<file path="config.mk">
export PLATFORM = sky130hd
export DESIGN_NAME = onset_peak_picker
export DESIGN_NICKNAME = d
export VERILOG_FILES = /design/src/rtl/opp_pkg.sv /design/src/rtl/opp_div.sv /design/src/rtl/onset_peak_picker.sv
export SDC_FILE = /design/constraint.sdc
export NUM_CORES = 2
export LEC_CHECK = 0
export BUFFER_PORTS_ARGS = -buffer_cell sky130_fd_sc_hd__buf_4
export CAP_MARGIN = 15
export CORE_ASPECT_RATIO = 0.6
export CORE_MARGIN = 1
export CORE_UTILIZATION = 37
export CTS_BUF_LIST = sky130_fd_sc_hd__clkbuf_16
export CTS_CLUSTER_SIZE = 40
export DETAILED_ROUTE_END_ITERATION = 6
export SYNTH_ARGS = -nofsm -noshare
export SYNTH_HDL_FRONTEND = slang
export SYNTH_HIERARCHICAL = 1
export SYNTH_SLANG_ARGS = --single-unit
</file>
<file path="constraint.sdc">
create_clock -name clk -period 13.5 [get_ports clk]
set_clock_uncertainty 0.05 [all_clocks]
set_input_delay 3.375 -clock clk [delete_from_list [all_inputs] [get_ports clk]]
set_output_delay 3.375 -clock clk [all_outputs]
set_load 0.01 [all_outputs]
</file>
<file path="src/rtl/opp_pkg.sv">
// Shared constants and types for the onset peak picker.
// Used by the divider and by the top level; depends on nothing.
package opp_pkg;

	localparam int MAX_HALF_WINDOW = 8;
	localparam int HIST_DEPTH      = 2 * MAX_HALF_WINDOW + 1;
	localparam int HIDX_BITS       = $clog2(HIST_DEPTH);
	localparam int HW_BITS         = $clog2(MAX_HALF_WINDOW + 1);
	localparam int SAMPLE_BITS     = 16;
	localparam int FRAME_BITS      = 32;
	localparam int MAX_RESULTS     = 4;
	localparam int NRES_BITS       = $clog2(MAX_RESULTS + 1);

	// Divider operand widths: numerator holds a scaled difference or its square,
	// denominator holds the curvature magnitude or eight times it.
	localparam int DIV_NUM_BITS = 32;
	localparam int DIV_DEN_BITS = 20;
	localparam int DIV_CNT_BITS = $clog2(DIV_NUM_BITS);

	typedef logic [HIDX_BITS-1:0] hidx_t;

	typedef enum logic [1:0] {
		REG_LOCAL = 2'd0,
		REG_MEAN  = 2'd1,
		REG_DELTA = 2'd2,
		REG_GAP   = 2'd3
	} reg_idx_t;

	typedef enum logic [3:0] {
		ST_IDLE,
		ST_FRAME,
		ST_RDL,
		ST_RDR,
		ST_CAP,
		ST_LOC_RD,
		ST_LOC_EV,
		ST_MEAN_RD,
		ST_MEAN_EV,
		ST_GAP,
		ST_DIV1,
		ST_DIV2,
		ST_EMIT,
		ST_NEXT,
		ST_DONE
	} state_t;

endpackage

</file>
<file path="src/rtl/opp_div.sv">
// Bit-serial restoring divider with round-to-nearest, ties away from zero.
// Depends on opp_pkg for the operand widths.
module opp_div (
	input  logic                                  clk,
	input  logic                                  arst_n,
	input  logic                                  start,
	input  logic [opp_pkg::DIV_NUM_BITS-1:0]      num,
	input  logic [opp_pkg::DIV_DEN_BITS-1:0]      den,
	output logic                                  done,
	output logic [opp_pkg::DIV_NUM_BITS:0]        quo
);

	logic                                  busy_q;
	logic                                  done_q;
	logic [opp_pkg::DIV_CNT_BITS-1:0]      cnt_q;
	logic [opp_pkg::DIV_NUM_BITS-1:0]      q_q;
	logic [opp_pkg::DIV_DEN_BITS-1:0]      rem_q;
	logic [opp_pkg::DIV_DEN_BITS-1:0]      den_q;
	logic [opp_pkg::DIV_DEN_BITS:0]        trial;
	logic                                  fits;
	logic [opp_pkg::DIV_DEN_BITS:0]        rem2;

	// One quotient bit per cycle: shift in the next numerator bit and try a subtract.
	assign trial = {rem_q, q_q[opp_pkg::DIV_NUM_BITS-1]};
	assign fits  = trial >= {1'b0, den_q};

	always_ff @(posedge clk or negedge arst_n) begin
		if (!arst_n) begin
			busy_q <= 1'b0;
			done_q <= 1'b0;
			cnt_q  <= '0;
		end else begin
			if (start) begin
				busy_q <= 1'b1;
				done_q <= 1'b0;
				cnt_q  <= '0;
			end else if (busy_q) begin
				cnt_q <= cnt_q + 1'b1;
				if (cnt_q == opp_pkg::DIV_CNT_BITS'(opp_pkg::DIV_NUM_BITS - 1)) begin
					busy_q <= 1'b0;
					done_q <= 1'b1;
				end else begin
					done_q <= 1'b0;
				end
			end else begin
				done_q <= 1'b0;
			end
		end
	end

	always_ff @(posedge clk) begin
		if (start) begin
			q_q   <= num;
			rem_q <= '0;
			den_q <= den;
		end else if (busy_q) begin
			q_q   <= {q_q[opp_pkg::DIV_NUM_BITS-2:0], fits};
			rem_q <= fits ? opp_pkg::DIV_DEN_BITS'(trial - {1'b0, den_q})
			              : opp_pkg::DIV_DEN_BITS'(trial);
		end
	end

	// Round up when twice the remainder reaches the divisor.
	assign rem2 = {rem_q, 1'b0};
	assign done = done_q;
	assign quo  = {1'b0, q_q} + ((rem2 >= {1'b0, den_q}) ? 1'b1 : 1'b0);

`ifndef ASSERT_OFF
	a_no_restart: assert property (@(posedge clk) disable iff (!arst_n)
		start |-> !busy_q)
		else $error("divider restarted while busy");
`endif

endmodule

</file>
<file path="src/rtl/onset_peak_picker.sv">
// Onset peak picker: 17-entry sample ring, window scans and parabolic fit.
// Depends on opp_pkg and instantiates the shared divider opp_div.
// Each frame judged reads the candidate and its neighbours, scans the local window,
// then the mean window and the gap, and adds up to two divisions and an emit for a peak.
// An ordinary word judges at most one frame, a final word up to 8 frames; each word
// also passes the accept and closing states. The block takes one word at a time.
// Reset clears the sample count, the peak record and the handshake state; no clearing pass.
module onset_peak_picker (
	input  logic               clk,
	input  logic               arst_n,
	input  logic               psel,
	input  logic               penable,
	input  logic               pwrite,
	input  logic [3:0]         paddr,
	input  logic [31:0]        pwdata,
	output logic [31:0]        prdata,
	output logic               pready,
	input  logic               sample_valid,
	output logic               sample_stall,
	input  logic signed [15:0] sample,
	input  logic               final_sample,
	output logic               peak_valid,
	input  logic               peak_stall,
	output logic [31:0]        frame_index,
	output logic signed [15:0] sub_frame_offset,
	output logic signed [17:0] strength,
	output logic               last_in_run
);

	localparam int FB = opp_pkg::FRAME_BITS;
	localparam int HB = opp_pkg::HIDX_BITS;

	opp_pkg::state_t state_q, state_nx;

	// Configuration registers.
	logic [3:0]         cfg_local_q, cfg_mean_q;
	logic signed [15:0] cfg_delta_q;
	logic [15:0]        cfg_gap_q;
	logic               cfg_we;

	// Sample ring and bookkeeping.
	logic signed [15:0] mem [opp_pkg::HIST_DEPTH];
	logic signed [15:0] rdata_q;
	opp_pkg::hidx_t     raddr, wp_q, sidx_q;
	logic [FB-1:0]      count_q, s_q, last_q, f_q;
	logic               peak_seen_q, fin_q;
	logic [opp_pkg::NRES_BITS-1:0] nres_q;

	// Per-frame working registers.
	opp_pkg::hidx_t     jf_q, j_q, loc_lo_q, loc_hi_q, mean_lo_q, mean_hi_q;
	logic signed [15:0] c_q, l_q, r_q;
	logic signed [16:0] cd_q;
	logic signed [22:0] acc_q, acc_nx;
	logic [16:0]        ad_q;
	logic               dneg_q, oneg_q;
	logic [31:0]        sq_q;
	logic [32:0]        om_q;

	// Result staging: newest result, pending result and output register.
	logic [FB-1:0]      res_frame_q, pend_frame_q, out_frame_q;
	logic signed [15:0] res_off_q, pend_off_q, out_off_q;
	logic signed [17:0] res_str_q, pend_str_q, out_str_q;
	logic               pend_vld_q, out_vld_q, out_last_q, out_free, out_load;

	// Combinational helpers.
	logic [HB-1:0]      lw, mw, hw;
	logic [15:0]        gap16;
	logic               accept, full, go, more;
	logic [FB-1:0]      s_new;
	opp_pkg::hidx_t     jf_init, loc_sum, mean_sum;
	logic signed [17:0] d18;
	logic signed [16:0] diff17;
	logic [17:0]        d_mag;
	logic [16:0]        diff_mag;
	logic [16:0]        ad;
	logic [15:0]        adf;
	logic               dzero, gap_fail, loc_reject;
	logic               div_start, div_done;
	logic [opp_pkg::DIV_NUM_BITS-1:0] div_num;
	logic [opp_pkg::DIV_DEN_BITS-1:0] div_den;
	logic [opp_pkg::DIV_NUM_BITS:0]   div_quo;
	logic signed [15:0] off_sat;
	logic [18:0]        smc;
	logic signed [19:0] str20;
	logic signed [17:0] str_sat;

	// Ring position of the sample j places before the newest one.
	function automatic opp_pkg::hidx_t ring_addr(opp_pkg::hidx_t base, opp_pkg::hidx_t j);
		opp_pkg::hidx_t a;
		if (base >= j) begin
			a = base - j;
		end else begin
			a = opp_pkg::hidx_t'(opp_pkg::HIST_DEPTH) + base - j;
		end
		return a;
	endfunction

	// Register port.
	assign pready = 1'b1;
	assign cfg_we = psel & penable & pwrite;

	always_ff @(posedge clk or negedge arst_n) begin
		if (!arst_n) begin
			cfg_local_q <= 4'd3;
			cfg_mean_q  <= 4'd3;
			cfg_delta_q <= '0;
			cfg_gap_q   <= 16'd1;
		end else if (cfg_we) begin
			unique case (opp_pkg::reg_idx_t'(paddr[3:2]))
				opp_pkg::REG_LOCAL: cfg_local_q <= pwdata[3:0];
				opp_pkg::REG_MEAN:  cfg_mean_q  <= pwdata[3:0];
				opp_pkg::REG_DELTA: cfg_delta_q <= pwdata[15:0];
				opp_pkg::REG_GAP:   cfg_gap_q   <= pwdata[15:0];
			endcase
		end
	end

	always_comb begin
		unique case (opp_pkg::reg_idx_t'(paddr[3:2]))
			opp_pkg::REG_LOCAL: prdata = {28'd0, cfg_local_q};
			opp_pkg::REG_MEAN:  prdata = {28'd0, cfg_mean_q};
			opp_pkg::REG_DELTA: prdata = 32'(cfg_delta_q);
			opp_pkg::REG_GAP:   prdata = {16'd0, cfg_gap_q};
		endcase
	end

	// Effective windows and gap.
	always_comb begin
		lw = (cfg_local_q > 4'(opp_pkg::MAX_HALF_WINDOW)) ? HB'(opp_pkg::MAX_HALF_WINDOW)
		                                                 : HB'(cfg_local_q);
		mw = (cfg_mean_q > 4'(opp_pkg::MAX_HALF_WINDOW)) ? HB'(opp_pkg::MAX_HALF_WINDOW)
		                                                : HB'(cfg_mean_q);
		hw = (lw > mw) ? lw : mw;
		if (hw == '0) begin
			hw = HB'(1);
		end
		gap16 = (cfg_gap_q == '0) ? 16'd1 : cfg_gap_q;
	end

	// Decide at accept time which frames this word makes ready.
	// Once the counter is full, an ordinary word is dropped without judging.
	assign accept = sample_valid & ~sample_stall;
	assign full   = &count_q;
	always_comb begin
		s_new = full ? count_q - 1'b1 : count_q;
		if (final_sample) begin
			go      = s_new >= FB'(2);
			jf_init = (s_new > FB'(hw)) ? hw : HB'(s_new[HB-1:0] - 1'b1);
		end else begin
			go      = !full && (s_new >= FB'(hw) + 1'b1);
			jf_init = hw;
		end
	end

	// Window edges for the frame about to start, clipped at both signal ends.
	assign loc_sum  = jf_q + lw;
	assign mean_sum = jf_q + mw;

	// Curvature and slope of the three samples around the candidate.
	always_comb begin
		d18      = 18'(l_q) - (18'(c_q) <<< 1) + 18'(r_q);
		diff17   = 17'(l_q) - 17'(r_q);
		d_mag    = d18[17] ? 18'(-d18) : 18'(d18);
		diff_mag = diff17[16] ? 17'(-diff17) : 17'(diff17);
		ad       = d_mag[16:0];
		adf      = diff_mag[15:0];
		dzero    = (d18 == '0);
	end

	assign gap_fail   = peak_seen_q && ((f_q <= last_q) || ((f_q - last_q) <= FB'(gap16)));
	assign loc_reject = rdata_q > c_q;
	assign acc_nx     = acc_q + 23'(cd_q) - 23'(rdata_q);
	assign more       = fin_q && (jf_q > HB'(1)) && (nres_q < opp_pkg::NRES_BITS'(opp_pkg::MAX_RESULTS));
	assign out_free   = ~out_vld_q | ~peak_stall;
	assign out_load   = ((state_q == opp_pkg::ST_EMIT) || (state_q == opp_pkg::ST_DONE)) &&
	                    pend_vld_q && out_free;

	// Next state.
	always_comb begin
		state_nx = state_q;
		unique case (state_q)
			opp_pkg::ST_IDLE:    if (accept) state_nx = go ? opp_pkg::ST_FRAME : opp_pkg::ST_DONE;
			opp_pkg::ST_FRAME:   state_nx = opp_pkg::ST_RDL;
			opp_pkg::ST_RDL:     state_nx = opp_pkg::ST_RDR;
			opp_pkg::ST_RDR:     state_nx = opp_pkg::ST_CAP;
			opp_pkg::ST_CAP:     state_nx = opp_pkg::ST_LOC_RD;
			opp_pkg::ST_LOC_RD:  state_nx = opp_pkg::ST_LOC_EV;
			opp_pkg::ST_LOC_EV: begin
				priority if (loc_reject) state_nx = opp_pkg::ST_NEXT;
				else if (j_q == loc_hi_q) state_nx = opp_pkg::ST_MEAN_RD;
				else state_nx = opp_pkg::ST_LOC_RD;
			end
			opp_pkg::ST_MEAN_RD: state_nx = opp_pkg::ST_MEAN_EV;
			opp_pkg::ST_MEAN_EV: begin
				if (j_q == mean_hi_q) begin
					state_nx = acc_nx[22] ? opp_pkg::ST_NEXT : opp_pkg::ST_GAP;
				end else begin
					state_nx = opp_pkg::ST_MEAN_RD;
				end
			end
			opp_pkg::ST_GAP: begin
				priority if (gap_fail) state_nx = opp_pkg::ST_NEXT;
				else if (dzero) state_nx = opp_pkg::ST_EMIT;
				else state_nx = opp_pkg::ST_DIV1;
			end
			opp_pkg::ST_DIV1:    if (div_done) state_nx = opp_pkg::ST_DIV2;
			opp_pkg::ST_DIV2:    if (div_done) state_nx = opp_pkg::ST_EMIT;
			opp_pkg::ST_EMIT:    if (!pend_vld_q || out_free) state_nx = opp_pkg::ST_NEXT;
			opp_pkg::ST_NEXT:    state_nx = more ? opp_pkg::ST_FRAME : opp_pkg::ST_DONE;
			opp_pkg::ST_DONE:    if (!pend_vld_q || out_free) state_nx = opp_pkg::ST_IDLE;
			default:             state_nx = opp_pkg::ST_IDLE;
		endcase
	end

	// Outputs of the sequencer: ring address, stall and divider control.
	always_comb begin
		sample_stall = (state_q != opp_pkg::ST_IDLE);
		unique case (state_q)
			opp_pkg::ST_RDL:     raddr = ring_addr(sidx_q, jf_q + 1'b1);
			opp_pkg::ST_RDR:     raddr = ring_addr(sidx_q, jf_q - 1'b1);
			opp_pkg::ST_LOC_RD,
			opp_pkg::ST_MEAN_RD: raddr = ring_addr(sidx_q, j_q);
			default:             raddr = ring_addr(sidx_q, jf_q);
		endcase
		div_start = ((state_q == opp_pkg::ST_GAP) && !gap_fail && !dzero) ||
		            ((state_q == opp_pkg::ST_DIV1) && div_done);
		if (state_q == opp_pkg::ST_GAP) begin
			div_num = {3'd0, adf, 13'd0};
			div_den = {3'd0, ad};
		end else begin
			div_num = sq_q;
			div_den = {ad_q, 3'd0};
		end
	end

	opp_div u_div (
		.clk    (clk),
		.arst_n (arst_n),
		.start  (div_start),
		.num    (div_num),
		.den    (div_den),
		.done   (div_done),
		.quo    (div_quo)
	);

	// Saturated offset and strength from the two quotients.
	always_comb begin
		if (oneg_q) begin
			off_sat = (om_q >= 33'd32768) ? -16'sd32768 : $signed(16'd0 - om_q[15:0]);
		end else begin
			off_sat = (om_q >= 33'd32767) ? 16'sd32767 : $signed(om_q[15:0]);
		end
		smc   = (div_quo > 33'h40000) ? 19'h40000 : div_quo[18:0];
		str20 = dneg_q ? 20'(c_q) + $signed(20'(smc)) : 20'(c_q) - $signed(20'(smc));
		priority if (str20 > 20'sd131071) str_sat = 18'sd131071;
		else if (str20 < -20'sd131072) str_sat = -18'sd131072;
		else str_sat = str20[17:0];
	end

	always_ff @(posedge clk or negedge arst_n) begin
		if (!arst_n) begin
			state_q <= opp_pkg::ST_IDLE;
		end else begin
			state_q <= state_nx;
		end
	end

	// Sample ring: one write per stored word, one registered read per cycle.
	always_ff @(posedge clk) begin
		if (accept && !full) begin
			mem[wp_q] <= sample;
		end
		rdata_q <= mem[raddr];
	end

	// Control state: counters, peak record and result handshake.
	always_ff @(posedge clk or negedge arst_n) begin
		if (!arst_n) begin
			count_q     <= '0;
			wp_q        <= '0;
			sidx_q      <= '0;
			last_q      <= '0;
			peak_seen_q <= 1'b0;
			fin_q       <= 1'b0;
			nres_q      <= '0;
			pend_vld_q  <= 1'b0;
			out_vld_q   <= 1'b0;
		end else begin
			// The output register loads from the pending slot or empties when taken.
			if (out_load) begin
				out_vld_q <= 1'b1;
			end else if (!peak_stall) begin
				out_vld_q <= 1'b0;
			end
			unique case (state_q)
				opp_pkg::ST_IDLE: begin
					if (accept) begin
						fin_q  <= final_sample;
						nres_q <= '0;
						if (!full) begin
							count_q <= count_q + 1'b1;
							sidx_q  <= wp_q;
							wp_q    <= (wp_q == HB'(opp_pkg::HIST_DEPTH - 1)) ? '0 : wp_q + 1'b1;
						end
					end
				end
				opp_pkg::ST_GAP: begin
					if (!gap_fail) begin
						last_q      <= f_q;
						peak_seen_q <= 1'b1;
						nres_q      <= nres_q + 1'b1;
					end
				end
				opp_pkg::ST_EMIT: begin
					if (!pend_vld_q) begin
						pend_vld_q <= 1'b1;
					end
				end
				opp_pkg::ST_DONE: begin
					if (!pend_vld_q || out_free) begin
						if (pend_vld_q) begin
							pend_vld_q <= 1'b0;
						end
						// The last word of a signal returns the stream state to reset.
						if (fin_q) begin
							count_q     <= '0;
							wp_q        <= '0;
							sidx_q      <= '0;
							last_q      <= '0;
							peak_seen_q <= 1'b0;
						end
					end
				end
				default: begin
				end
			endcase
		end
	end

	// Working registers of the frame judge.
	always_ff @(posedge clk) begin
		unique case (state_q)
			opp_pkg::ST_IDLE: begin
				if (accept) begin
					s_q  <= s_new;
					jf_q <= jf_init;
				end
			end
			opp_pkg::ST_FRAME: begin
				f_q       <= s_q - FB'(jf_q);
				loc_lo_q  <= (jf_q >= lw) ? jf_q - lw : '0;
				loc_hi_q  <= (s_q < FB'(loc_sum)) ? s_q[HB-1:0] : loc_sum;
				mean_lo_q <= (jf_q >= mw) ? jf_q - mw : '0;
				mean_hi_q <= (s_q < FB'(mean_sum)) ? s_q[HB-1:0] : mean_sum;
			end
			opp_pkg::ST_RDL: c_q <= rdata_q;
			opp_pkg::ST_RDR: l_q <= rdata_q;
			opp_pkg::ST_CAP: begin
				r_q  <= rdata_q;
				cd_q <= 17'(c_q) - 17'(cfg_delta_q);
				j_q  <= loc_lo_q;
			end
			opp_pkg::ST_LOC_EV: begin
				if (j_q == loc_hi_q) begin
					j_q   <= mean_lo_q;
					acc_q <= '0;
				end else begin
					j_q <= j_q + 1'b1;
				end
			end
			opp_pkg::ST_MEAN_EV: begin
				// Sum of (centre - delta - sample) over the mean window must end non-negative.
				acc_q <= acc_nx;
				j_q   <= j_q + 1'b1;
			end
			opp_pkg::ST_GAP: begin
				ad_q        <= ad;
				dneg_q      <= d18[17];
				oneg_q      <= diff17[16] ^ d18[17];
				sq_q        <= 32'(adf) * 32'(adf);
				res_frame_q <= f_q;
				res_off_q   <= '0;
				res_str_q   <= 18'(c_q);
			end
			opp_pkg::ST_DIV1: if (div_done) om_q <= div_quo;
			opp_pkg::ST_DIV2: begin
				if (div_done) begin
					res_off_q <= off_sat;
					res_str_q <= str_sat;
				end
			end
			opp_pkg::ST_EMIT: begin
				if (!pend_vld_q || out_free) begin
					pend_frame_q <= res_frame_q;
					pend_off_q   <= res_off_q;
					pend_str_q   <= res_str_q;
				end
				if (pend_vld_q && out_free) begin
					out_frame_q <= pend_frame_q;
					out_off_q   <= pend_off_q;
					out_str_q   <= pend_str_q;
					out_last_q  <= 1'b0;
				end
			end
			opp_pkg::ST_NEXT: if (more) jf_q <= jf_q - 1'b1;
			opp_pkg::ST_DONE: begin
				if (pend_vld_q && out_free) begin
					out_frame_q <= pend_frame_q;
					out_off_q   <= pend_off_q;
					out_str_q   <= pend_str_q;
					out_last_q  <= 1'b1;
				end
			end
			default: begin
			end
		endcase
	end

	assign peak_valid       = out_vld_q;
	assign frame_index      = out_frame_q;
	assign sub_frame_offset = out_off_q;
	assign strength         = out_str_q;
	assign last_in_run      = out_last_q;

`ifndef ASSERT_OFF
	a_idle_no_pending: assert property (@(posedge clk) disable iff (!arst_n)
		state_q == opp_pkg::ST_IDLE |-> !pend_vld_q)
		else $error("result left pending while idle");

	a_result_limit: assert property (@(posedge clk) disable iff (!arst_n)
		nres_q <= opp_pkg::NRES_BITS'(opp_pkg::MAX_RESULTS))
		else $error("too many results for one word");

	a_frame_offset: assert property (@(posedge clk) disable iff (!arst_n)
		state_q == opp_pkg::ST_FRAME |->
			(jf_q != '0) && (jf_q <= HB'(opp_pkg::MAX_HALF_WINDOW)))
		else $error("frame offset outside the ring window");
`endif

endmodule

</file>
==> results.ini <==
[cells_and_area]
fillers = 14700
layout.nets = 6074
drive_gt1_frac = 0.100
area_delta_synth_final_pct = 11.2

[min_path]
hold-path-endpoint = pend_str_q[10]$_DFFE_PP_
worstHoldStart = res_str_q[10]$_DFFE_PP_
hold_path.class = reg2reg
hold_depth = 0

[sta]
tightestPinTransition_ns = 1.07
fin_crit_ns = 10.55
setup_violations = 0
grt_setup_unrepaired = no
timing.slew.headroom = 0.283
fmax_mhz = 94.8
final.setup.tns_ns = 0
slew_violations = 0
fin_crit_sh = 0.781
hold_viol_final = 0

[logic_synthesis]
synth.area.top_cells = edfxtp_1 40%, ha_1 7.9%, fa_1 7.5%
async_flop_share = 0.138
syn_area_per_cell_um2 = 11.0
ys_seq_area_frac = 0.472
ys_ff_latch = 955
synth_top_cell_by_area = edfxtp_1
synth_flop_cell = edfxtp_1
syn_inst = 5313
netlist_area_um2 = 58600
netlist_top_cells_count = 787 x edfxtp_1, 635 x inv_1, 417 x nand2_1
yosysUniqueCellTypes = 111
yosysTopAreaCellShare = 0.404
yosys_warnings = 6
synth.most_common_cell = edfxtp_1
synth_edf_count = 787

[placed_design]
gp_congestion = 0.908
hpwlAfterDp_um = 114000
numPortBuffers = 142

[clock_network]
holdBufCountCts = 0
cts_tree = yes
post_cts_buffers = 0
cts_buffer_depth = 3
cts_buffers = 92
htree_levels = 3
cts_resized = 0
clk_pin_slew_ns = 0.07
worstSkewPairLatency_ns = 0.72
cts.sinks = 955
root_buffer = clkbuf_16

[route]
drc = 0
wl_per_cell_um = 20.1
vias = 39500
drtPass1Iterations = 6
initialDrtViolationCount = 3295
drt-total-wl_um = 153000
antenna_left = 0
viasPerCell = 5.19

[worst_setup_path]
crit_buf_inv = 6
required_ns = 13.88
cp-start-kind = register
cp_common_cell = fa_1
critPathKind = reg2reg
cpPeakStageDelay_ns = 0.60
regToRegStartpoint = l_q[0]$_DFFE_PP_
crit_arrival_ns = 10.93
reg2reg_setup_slack_ns = 2.95
critPathTopFamily = adder cells
rr_worst_depth = 38
cp_max_fo = 13
crit_slowest_cell = or4b_1
r2r-end = sq_q[31]$_DFFE_PP_
critical_path.endpoint_type = register

[floorplanning]
die_w_um = 516
rows = 112
start_util = 0.375
fp.dieH_um = 310
core_area_um2 = 156000
die-area_um2 = 160000
top_level_ports = 162

[global_route]
grt_pass1_vias = 37900
grt_use_total = 0.190
grt_pass1_wl_um = 232000
grt_max_degree = 116
overflow = 0
antenna_found_initial = 6

[job]
cap_viol_max_count = 0

[status]
run_status = finished, final reports clean

[cell usage in the layout, fill, tap and decap left out, drive strengths merged, types with 191 or more instances in the layout]
cell type  instances
a21oi            235
buf              223
edfxtp           787
fa               220
ha               372
inv              673
nand2            418
nor2             420
o21ai            191
xnor2            195
[sequential cells by signal, summed over array words and instances, names as in the netlist, 20 cells and up]
name          cells
acc_q            23
om_q             33
frame_index      32
res_frame_q      32
u_div/den_q      20
last_q           32
f_q              32
s_q              32
mem             272
pend_frame_q     32
u_div/rem_q      20
count_q          32
u_div/q_q        32
sq_q             30
[routing by layer]
metal  track usage  vias to the layer above  wire length [µm]
met5             0                        -                 0
met3        0.0510                      136             13400
li1              -                    18800                 -
met4        0.0366                        0              2350
met1         0.301                    19300             78500
met2         0.254                     1205             58600
[worst max-delay path by stage]
stage                                 from  depth (start not counted)  slack, ns                   endpoint
after global placement    l_q[0]$_DFFE_PP_                         38       3.17         sq_q[31]$_DFFE_PP_
after detailed placement  l_q[0]$_DFFE_PP_                         38       3.04         sq_q[31]$_DFFE_PP_
after global routing      l_q[0]$_DFFE_PP_                         38       2.46         sq_q[31]$_DFFE_PP_
after CTS                 l_q[0]$_DFFE_PP_                         38       3.05         sq_q[31]$_DFFE_PP_
after floorplan                 peak_stall                          2       2.38  pend_frame_q[0]$_DFFE_PP_
final                     l_q[0]$_DFFE_PP_                         38       2.95         sq_q[31]$_DFFE_PP_
[cell type report]
| class | instances | area, µm² | area share |
|---|---|---|---|
| diodes | 2 | 5.00 | 0.0000768 |
| clock buffers | 92 | 2300 | 0.0353 |
| clock inverters | 81 | 743 | 0.0114 |
| inverters | 650 | 2440 | 0.0375 |
| multi-input cells | 3500 | 27600 | 0.424 |
| flip-flops and latches | 955 | 27700 | 0.425 |
| well taps | 2109 | 2640 | 0.0405 |
| repair buffers | 223 | 1690 | 0.0260 |
[cells by family (layout without fill, tap and decap cells)]
family / after synthesis / count (layout) / share of synthesized area
AND/OR/NAND/NOR: 1418 / 1418 / 0.115
flip-flops: 955 / 955 / 0.472
AO/OA/AOI/OAI: 878 / 878 / 0.0990
buffers and inverters: 859 / 1046 / 0.0582
adder cells (fa/ha/maj): 592 / 592 / 0.155
XOR/XNOR: 335 / 335 / 0.0504
multiplexers: 274 / 274 / 0.0499
other: 2 / 5 / 0.000128
[per-stage QoR]
stage | worst slack (ns) | hold slack, ns | instance area [µm²] | std cells | utilization
floorplan | 2.38 | 0.350 | 58600 | 5314 | -
global placement | 3.17 | 0.352 | 62100 | 7437 | 0.397
detailed placement | 3.04 | 0.355 | 62100 | 7437 | 0.397
CTS | 3.05 | 0.346 | 65100 | 7610 | 0.417
global route | 2.46 | 0.371 | 65100 | 7612 | 0.417
finish | 2.95 | 0.360 | 65100 | 7612 | 0.417
[worst register-to-register path: cells and delay by family (launching register included)]
kind / cells / cell delay [ns]
XOR/XNOR: 3 / 0.46
AND/OR/NAND/NOR: 12 / 2.89
AO/OA/AOI/OAI: 8 / 1.79
buffers and inverters: 6 / 0.92
flip-flops: 1 / 0.38
adder cells (fa/ha/maj): 9 / 3.85
Power is not shown: default switching activity piles up to over one toggle a cycle in this logic, so the estimate is an artifact.
